$ cat src/dmtet_pkg.sv
// Shared types and constants for the direct-mapped tagged entry table.
package dmtet_pkg;

    // Field widths
    localparam int KEY_W       = 64;
    localparam int VALUE_W     = 16;
    localparam int COORD_W     = 8;
    localparam int OP_W        = 3;
    localparam int IN_TDATA_W  = 96;
    localparam int OUT_TDATA_W = 64;
    localparam int CFG_INDEX_W = 8;
    localparam int CFG_DATA_W  = 16;

    // Operation codes
    localparam logic [OP_W-1:0] OP_LOOKUP    = 3'd0;
    localparam logic [OP_W-1:0] OP_WR_EXACT  = 3'd1;
    localparam logic [OP_W-1:0] OP_WR_HEUR   = 3'd2;
    localparam logic [OP_W-1:0] OP_WR_FORCED = 3'd3;
    localparam logic [OP_W-1:0] OP_WR_BOOK   = 3'd4;

    // Configuration register indexes
    localparam logic [CFG_INDEX_W-1:0] CFG_NO_HEUR       = 8'd0;
    localparam logic [CFG_INDEX_W-1:0] CFG_INVALID_COORD = 8'd1;

    // Reset values
    localparam logic signed [VALUE_W-1:0] RST_NO_HEUR       = 16'sh7FFF;
    localparam logic signed [COORD_W-1:0] RST_INVALID_COORD = -8'sd1;
    localparam logic signed [VALUE_W-1:0] EXACT_NONE        = -16'sd1;

    // One table entry
    typedef struct packed {
        logic [KEY_W-1:0]          key;
        logic signed [VALUE_W-1:0] exact;
        logic signed [VALUE_W-1:0] heur;
        logic signed [COORD_W-1:0] forced_x;
        logic signed [COORD_W-1:0] forced_y;
        logic signed [COORD_W-1:0] book_x;
        logic signed [COORD_W-1:0] book_y;
    } entry_t;

    // One result transaction
    typedef struct packed {
        logic                      hit;
        logic signed [VALUE_W-1:0] exact_value;
        logic signed [VALUE_W-1:0] heur_value;
        logic signed [COORD_W-1:0] forced_x;
        logic signed [COORD_W-1:0] forced_y;
        logic signed [COORD_W-1:0] book_x;
        logic signed [COORD_W-1:0] book_y;
    } result_t;

    // Write-back request from the update logic
    typedef struct packed {
        logic   req;
        entry_t data;
    } wr_ctl_t;

    // Reset sequencer states
    typedef enum logic {
        ST_CLEAR,
        ST_RUN
    } state_t;

endpackage

$ cat src/dmtet_rmw.sv
// Key compare, result select and entry update for one transaction.
module dmtet_rmw (
    input  dmtet_pkg::entry_t                             stored,
    input  logic [dmtet_pkg::OP_W-1:0]                    op,
    input  logic [dmtet_pkg::KEY_W-1:0]                   hash,
    input  logic signed [dmtet_pkg::VALUE_W-1:0]          value,
    input  logic signed [dmtet_pkg::COORD_W-1:0]          move_x,
    input  logic signed [dmtet_pkg::COORD_W-1:0]          move_y,
    input  logic signed [dmtet_pkg::VALUE_W-1:0]          no_heur,
    input  logic signed [dmtet_pkg::COORD_W-1:0]          inv_coord,
    output dmtet_pkg::result_t                            result,
    output dmtet_pkg::wr_ctl_t                            wr
);

    logic              hit;
    logic              clears;
    dmtet_pkg::entry_t base;

    assign hit = (stored.key == hash);

    // Lookup result: stored fields on a hit, sentinels on a miss
    always_comb begin
        result.hit         = hit;
        result.exact_value = hit ? stored.exact    : dmtet_pkg::EXACT_NONE;
        result.heur_value  = hit ? stored.heur     : no_heur;
        result.forced_x    = hit ? stored.forced_x : inv_coord;
        result.forced_y    = hit ? stored.forced_y : inv_coord;
        result.book_x      = hit ? stored.book_x   : inv_coord;
        result.book_y      = hit ? stored.book_y   : inv_coord;
    end

    // Value and forced-move writes wipe a foreign entry; book writes do not
    assign clears = (op == dmtet_pkg::OP_WR_EXACT) || (op == dmtet_pkg::OP_WR_HEUR)
                 || (op == dmtet_pkg::OP_WR_FORCED);

    always_comb begin
        base = stored;
        if (clears && !hit) begin
            base.exact    = dmtet_pkg::EXACT_NONE;
            base.heur     = no_heur;
            base.forced_x = inv_coord;
            base.forced_y = inv_coord;
            base.book_x   = inv_coord;
            base.book_y   = inv_coord;
        end
        wr.data     = base;
        wr.data.key = hash;
        wr.req      = 1'b1;
        unique case (op)
            dmtet_pkg::OP_WR_EXACT: begin
                wr.data.exact = value;
            end
            dmtet_pkg::OP_WR_HEUR: begin
                wr.data.heur = value;
            end
            dmtet_pkg::OP_WR_FORCED: begin
                wr.data.forced_x = move_x;
                wr.data.forced_y = move_y;
            end
            dmtet_pkg::OP_WR_BOOK: begin
                wr.data.book_x = move_x;
                wr.data.book_y = move_y;
            end
            default: begin
                wr.req = 1'b0;
            end
        endcase
    end

endmodule
$ cat config.mk
export PLATFORM = sky130hd
export DESIGN_NAME = dmtet_rmw
export DESIGN_NICKNAME = d
export VERILOG_FILES = /design/src/dmtet_pkg.sv /design/src/dmtet_rmw.sv
export SDC_FILE = /design/constraint.sdc
export NUM_CORES = 1
export LEC_CHECK = 0
export BUFFER_PORTS_ARGS = -buffer_cell sky130_fd_sc_hd__clkbuf_2
export CAP_MARGIN = 25
export CORE_AREA = 2 2 172 174
export DETAILED_ROUTE_END_ITERATION = 8
export DIE_AREA = 0 0 174 176
export GPL_ROUTABILITY_DRIVEN = 1
export PLACE_DENSITY = 0.47
export SLEW_MARGIN = 20
export SYNTH_ARGS = -nofsm -noshare
export SYNTH_HDL_FRONTEND = slang
export SYNTH_SLANG_ARGS = --single-unit
$ cat constraint.sdc
create_clock -name vclk -period 3.4
set_input_delay 0.34 -clock vclk [all_inputs]
set_output_delay 0.34 -clock vclk [all_outputs]
set_load 0.01 [all_outputs]
After elaboration in Yosys (flattened, before gate mapping) --
Cells that the tools add are included.
Operators by class: eq/ne operators 5, muxes and demuxes 12, reduce and logical (&&, ||, !) cells 5
Operators with widths (number):
- 16-bit two-way mux | 6
- 64-bit == test | 1
- 64-bit two-way mux | 1
- 8-bit two-way mux | 4
- 3-bit by 2-bit == test with 1-bit output (second input constant) | 2
- 4-bit OR reduction | 1
- 3-bit by 1-bit == test with 1-bit output (second input constant) | 1
- 3-bit == test (second input constant) | 1
- 1-bit logical OR | 2
- 1-bit logical AND | 1
- 1-bit logical NOT | 1
- 1-bit two-way mux | 1
Storage, ports and cells: bits in registers 0, input bits 251, output and inout port bits 194, word-level logic and storage cells 22

Longest topological paths before layout --
Gate-level depths: netlist of the first run.
word-level depth 6, depth in mapped cells 9, depth with buffers taken out 6

Worst setup path before layout of the first run --
No wires, ideal clock.
path kind input to output, start point input port hash[34] in the netlist's numbering, end point output port result[41] in the netlist's numbering, arrival time 2.061 ns, required time 3.060 ns, slack 0.999 ns, cell stages on the path 7, path buffers 2, cells stage by stage xor2_1 -> nor4_1 -> nand4_1 -> nor4_4 -> buf_4 -> buf_4 -> mux2_2
RTL lines:
- from (decl) | RTL line dmtet_rmw.sv:5 | input logic [dmtet_pkg::KEY_W-1:0] hash,
- to (decl) | RTL line dmtet_rmw.sv:11 | output dmtet_pkg::result_t result,

==> metrics, run 1 <==
status=finished clean; CP Capture Type=primary output; critical-path cell list=clkbuf_2 > xor2_1 > nor4_1 > buf_4 > nand4_1 > nor4_4 > buf_12 > or2_2 > o221ai_1 > clkbuf_2; fin crit share=0.9173; antenna-violating nets left=0; CTS Hold Bufs=0; All-Layer GR Usage=0.1204; syn nets=794; FILL cells=3342; ANT cells=0; type of the most critical hold path=input pin to primary output; unrepaired setup endpoints after global routing=no; CP top delay family=simple AND/OR/NAND/NOR gates; Starting Density=0.1267; CLK BUF=0; Stages on worst setup path=10; Slew @ Worst Pin=0.6851 ns; share of cells above drive strength 1=0.5721; Req. time, crit path=3.06 ns; die area=0.03062 mm^2; Residual DRC=0; GRT Residual Overflow=0; setup TNS=0 ns; post-synthesis sequential area ratio=0; Design Area, Final=0.005828 mm^2; final setup vio count=0; RePlAce Congestion=0.8537; HPWL after detailed placement=17.69 mm; Power Dens Cells=133.4 mW/mm^2; Avg Inst Size Synth=6.659 um^2; crit path to=wr[15]; max-cap viol count=0; Arr. time, crit path=2.78 ns; Port Buffers=445; CP startpoint=hash[58]; Post-Synthesis Cells=543; Critical path buffers and inverters=4; seq_cells=0; placed insts=1286; Post-CTS Setup Repair Bufs=0; initial antenna violation count=0; Tot Pwr=0.7774 mW; Slowest cell on crit path=nor4_1; Avg Vias per Cell=4.097; die width=174 um; Rows=62; Pins Over Slew Limit=0; cell mode on critical path=clkbuf_2; Worst Setup Start Kind=input pin; total core area=0.02855 mm^2; most frequent cells in the layout=clkbuf_2 (445), nand2_1 (98), xor2_1 (64); fin nets=1155; DIE HEIGHT=176 um; pin count of the biggest net entering global routing=50; synthesis warning total=0; post-CTS resize count=0; mapped cell area=0.003616 mm^2; Setup Crit Path Kind=input pin to primary output; max incr delay on CP=0.38 ns; vias in the first global route=5239; Reg area=0 um^2; Slew HR=0.5422; hold slack=0.8921 ns; Post-DP Area=0.005826 mm^2; final non-filler cell total=1286; Max Fanout on Critical Path=41; Final Hold Fails=0; Ports=445; VDD IR max=0.05437 mV; WL per Instance=15.75 um; Synth cell types=26; DRT Pass-1 Iters=6; crit path time final=3.119 ns; Pleak=3.010 nW; via count=5269; Area growth syn-to-layout=61.18%; Detailed Route WL=20.25 mm; f_max=320.6 MHz; first-pass GRT wire length=29.53 mm; commonest non-fill, non-tap cell in the layout=clkbuf_2; Initial DRC Count=159
power breakdown:
| group | internal [mW] | leakage, nW | switching, mW |
|---|---|---|---|
| Combinational | 0.353 | 3.01 | 0.425 |
| Clock | 0 | 0 | 0 |
| Sequential | 0 | 0 | 0 |
| Total | 0.353 | 3.01 | 0.425 |
area by class of cell:
type | count | area [um^2] | area share
inverters | 9 | 33.78 | 0.005796
repair buffers | 463 | 2391 | 0.4103
multi-input cells | 430 | 2923 | 0.5015
well taps | 384 | 480.5 | 0.08244
worst min path at each step:
stage          slack, ns  cells after the start       to      from
2_1_floorplan       0.77                      1  wr[100]  hash[36]
3_3_place_gp        0.89                      2  wr[125]  hash[61]
3_5_place_dp        0.89                      2  wr[119]  hash[55]
4_1_cts             0.89                      2  wr[119]  hash[55]
5_1_grt             0.90                      2   wr[66]   hash[2]
6_report            0.89                      2  wr[119]  hash[55]
cells by family (layout without fill, tap and decap cells):
family,count (synthesis),after routing,share of synthesized area
AOI/OAI and AO/OA,138,138,0.2713
xor gates and xnor gates,65,65,0.1574
buffers and inverters,113,472,0.1941
muxes,48,48,0.1439
and+or+nand+nor,179,179,0.2332
Yosys cell counts (all sizes together) (4+ instances only):
cell type  instances  area (um^2)
nand2             98        367.9
buf               76        561.8
xor2              64        560.5
o22a              48        420.4
a21oi             33        165.2
mux2              32        360.4
clkbuf            28        106.4
nand2b            24        150.1
nor2              18        67.56
nor4              17        121.4
o21ai             17        85.08
or2               17        106.4
mux2i             16        160.2
o221ai            16        140.1
o22ai             16        100.1
inv                8        30.03
o31a               8        70.07
nand4              4        25.02
metrics by stage:
step | setup slack, ns | utilization
2_1_floorplan | 0.9995 | -
3_3_place_gp | 0.2743 | 0.2037
3_5_place_dp | 0.2325 | 0.2041
4_1_cts | 0.2305 | 0.2041
5_1_grt | 0.1546 | 0.2042
6_report | 0.2811 | 0.2042
routing by layer:
metal,GRT usage,share of wire
met2,0.2223,0.50
met3,0.01206,0.064
met1,0.1559,0.43
met4,0.01225,0.0077
met5,0,0
Power figures use the tool's default switching activity.
==> run 2, diff against run 1 <==
Settings changed: GPL_TIMING_DRIVEN set to 0, PLACE_DENSITY 0.47 to unset.
==> metrics, run 2 (synthesized netlist as in run 1, its figures left out) <==
Residual DRC=0; die width=174 um; sw frac=0.5387; via count=5820; Setup Crit Path Kind=input pin to primary output; first-pass GRT wire length=35.23 mm; commonest non-fill, non-tap cell in the layout=clkbuf_2; seq_cells=0; setup TNS=0 ns; Slew HR=0.4691; Worst Setup Start Kind=input pin; fin crit share=0.9547; max-cap viol count=0; unrepaired setup endpoints after global routing=no; hold depth=4; All-Layer GR Usage=0.1504; CTS Hold Bufs=0; final setup vio count=0; initial antenna violation count=1; Reg area=0 um^2; Max Fanout on Critical Path=10; VDD IR max=0.06131 mV; crit path time final=3.246 ns; GRT Residual Overflow=0; HPWL after detailed placement=21.55 mm; f_max=308.1 MHz; Final Hold Fails=0; Hold EP=result[26]; pin count of the biggest net entering global routing=18; hold slack=0.9742 ns; total core area=0.02855 mm^2; Arr. time, crit path=2.91 ns; Req. time, crit path=3.06 ns; CLK BUF=0; Area growth syn-to-layout=76.54%; RePlAce Congestion=0.9582; Pleak=3.339 nW; Power Dens Cells=134.8 mW/mm^2; Slew @ Worst Pin=0.7910 ns; Starting Density=0.1267; part of the power in combinational logic=1.000; Pint=0.3970 mW; NetSw=0.4636 mW; WL per Instance=18.16 um; Port Buffers=443; most frequent cells in the layout=clkbuf_2 (446), nand2_1 (98), buf_4 (73); type of the most critical hold path=input pin to primary output; Avg Vias per Cell=4.242; Rows=62; fin nets=1241; part of the power in the clock network=0; Detailed Route WL=24.91 mm; CP Capture Type=primary output; Ports=445; antenna-violating nets left=0; Initial DRC Count=230; share of cells above drive strength 1=0.5840; die area=0.03062 mm^2; DIE HEIGHT=176 um; ANT cells=0; status=finished clean; vias in the first global route=5832; register share of total power=0; DRT Pass-1 Iters=4; Pins Over Slew Limit=0; hold wc startpoint=stored[26]
==> run 2: routing by layer <==
layer,global-route usage,share of wire,wire length (um)
met5,0,0,0
met4,0.03501,0.023,571
met3,0.02089,0.064,1592
met2,0.2829,0.50,12410
met1,0.1798,0.42,10340
==> run 2: timing repair <==
item,4_1_cts,5_1_grt
setup buffers,2,0
setup endpoints to repair,129,79
resized for setup,2,12
pin swaps,1,3
==> run 2: final cells by class <==
| cell class | count | area (um^2) |
|---|---|---|
| buffer | 103 | 681.9 |
| fill | 3300 | 22160 |
| inverter | 9 | 33.78 |
| multi-input combinational | 430 | 2935 |
| tap | 384 | 480.5 |
| timing repair buffer | 446 | 2252 |
==> run 2: metrics by stage <==
stage          setup WS (ns)  cell area, um^2  cells    util  power, mW
6_report              0.1542             6384   1372  0.2236     0.8605
5_1_grt              0.01261             6384   1372  0.2236     0.9225
4_1_cts              0.01332             6346   1371  0.2223     0.8537
3_5_place_dp         -0.5943             6314   1370  0.2212     0.8480
3_3_place_gp         -0.5840             6314   1370  0.2212     0.8449
2_1_floorplan         0.9995             3616    543       -     0.4050
==> run 2: how the worst max path moves through the flow <==
stage               startpoint         end  slack, ns  cells past startpoint
floorplan             hash[34]  result[41]        1.0                      7
global placement      hash[33]      wr[23]      -0.58                     10
detailed placement    hash[33]      wr[23]      -0.59                     10
CTS                   hash[44]  result[31]       0.01                     12
global route          hash[44]      wr[23]       0.01                     11
finish                   op[1]      wr[14]       0.15                      8
==> run 2: critical path: stages <==
cell      delay, ns
clkbuf_1       0.29
nor2_1         0.58
buf_4          0.29
clkbuf_1       0.58
mux2_2         0.41
nand2_1        0.07
o221ai_1       0.15
clkbuf_2       0.19
==> run 2: power groups by stage <==
stage                     combinational (mW)  sequential, mW  clock [mW]
after floorplan                        0.405               0           0
after global placement                 0.845               0           0
after detailed placement               0.848               0           0
after CTS                              0.854               0           0
after global routing                   0.922               0           0
final                                  0.861               0           0
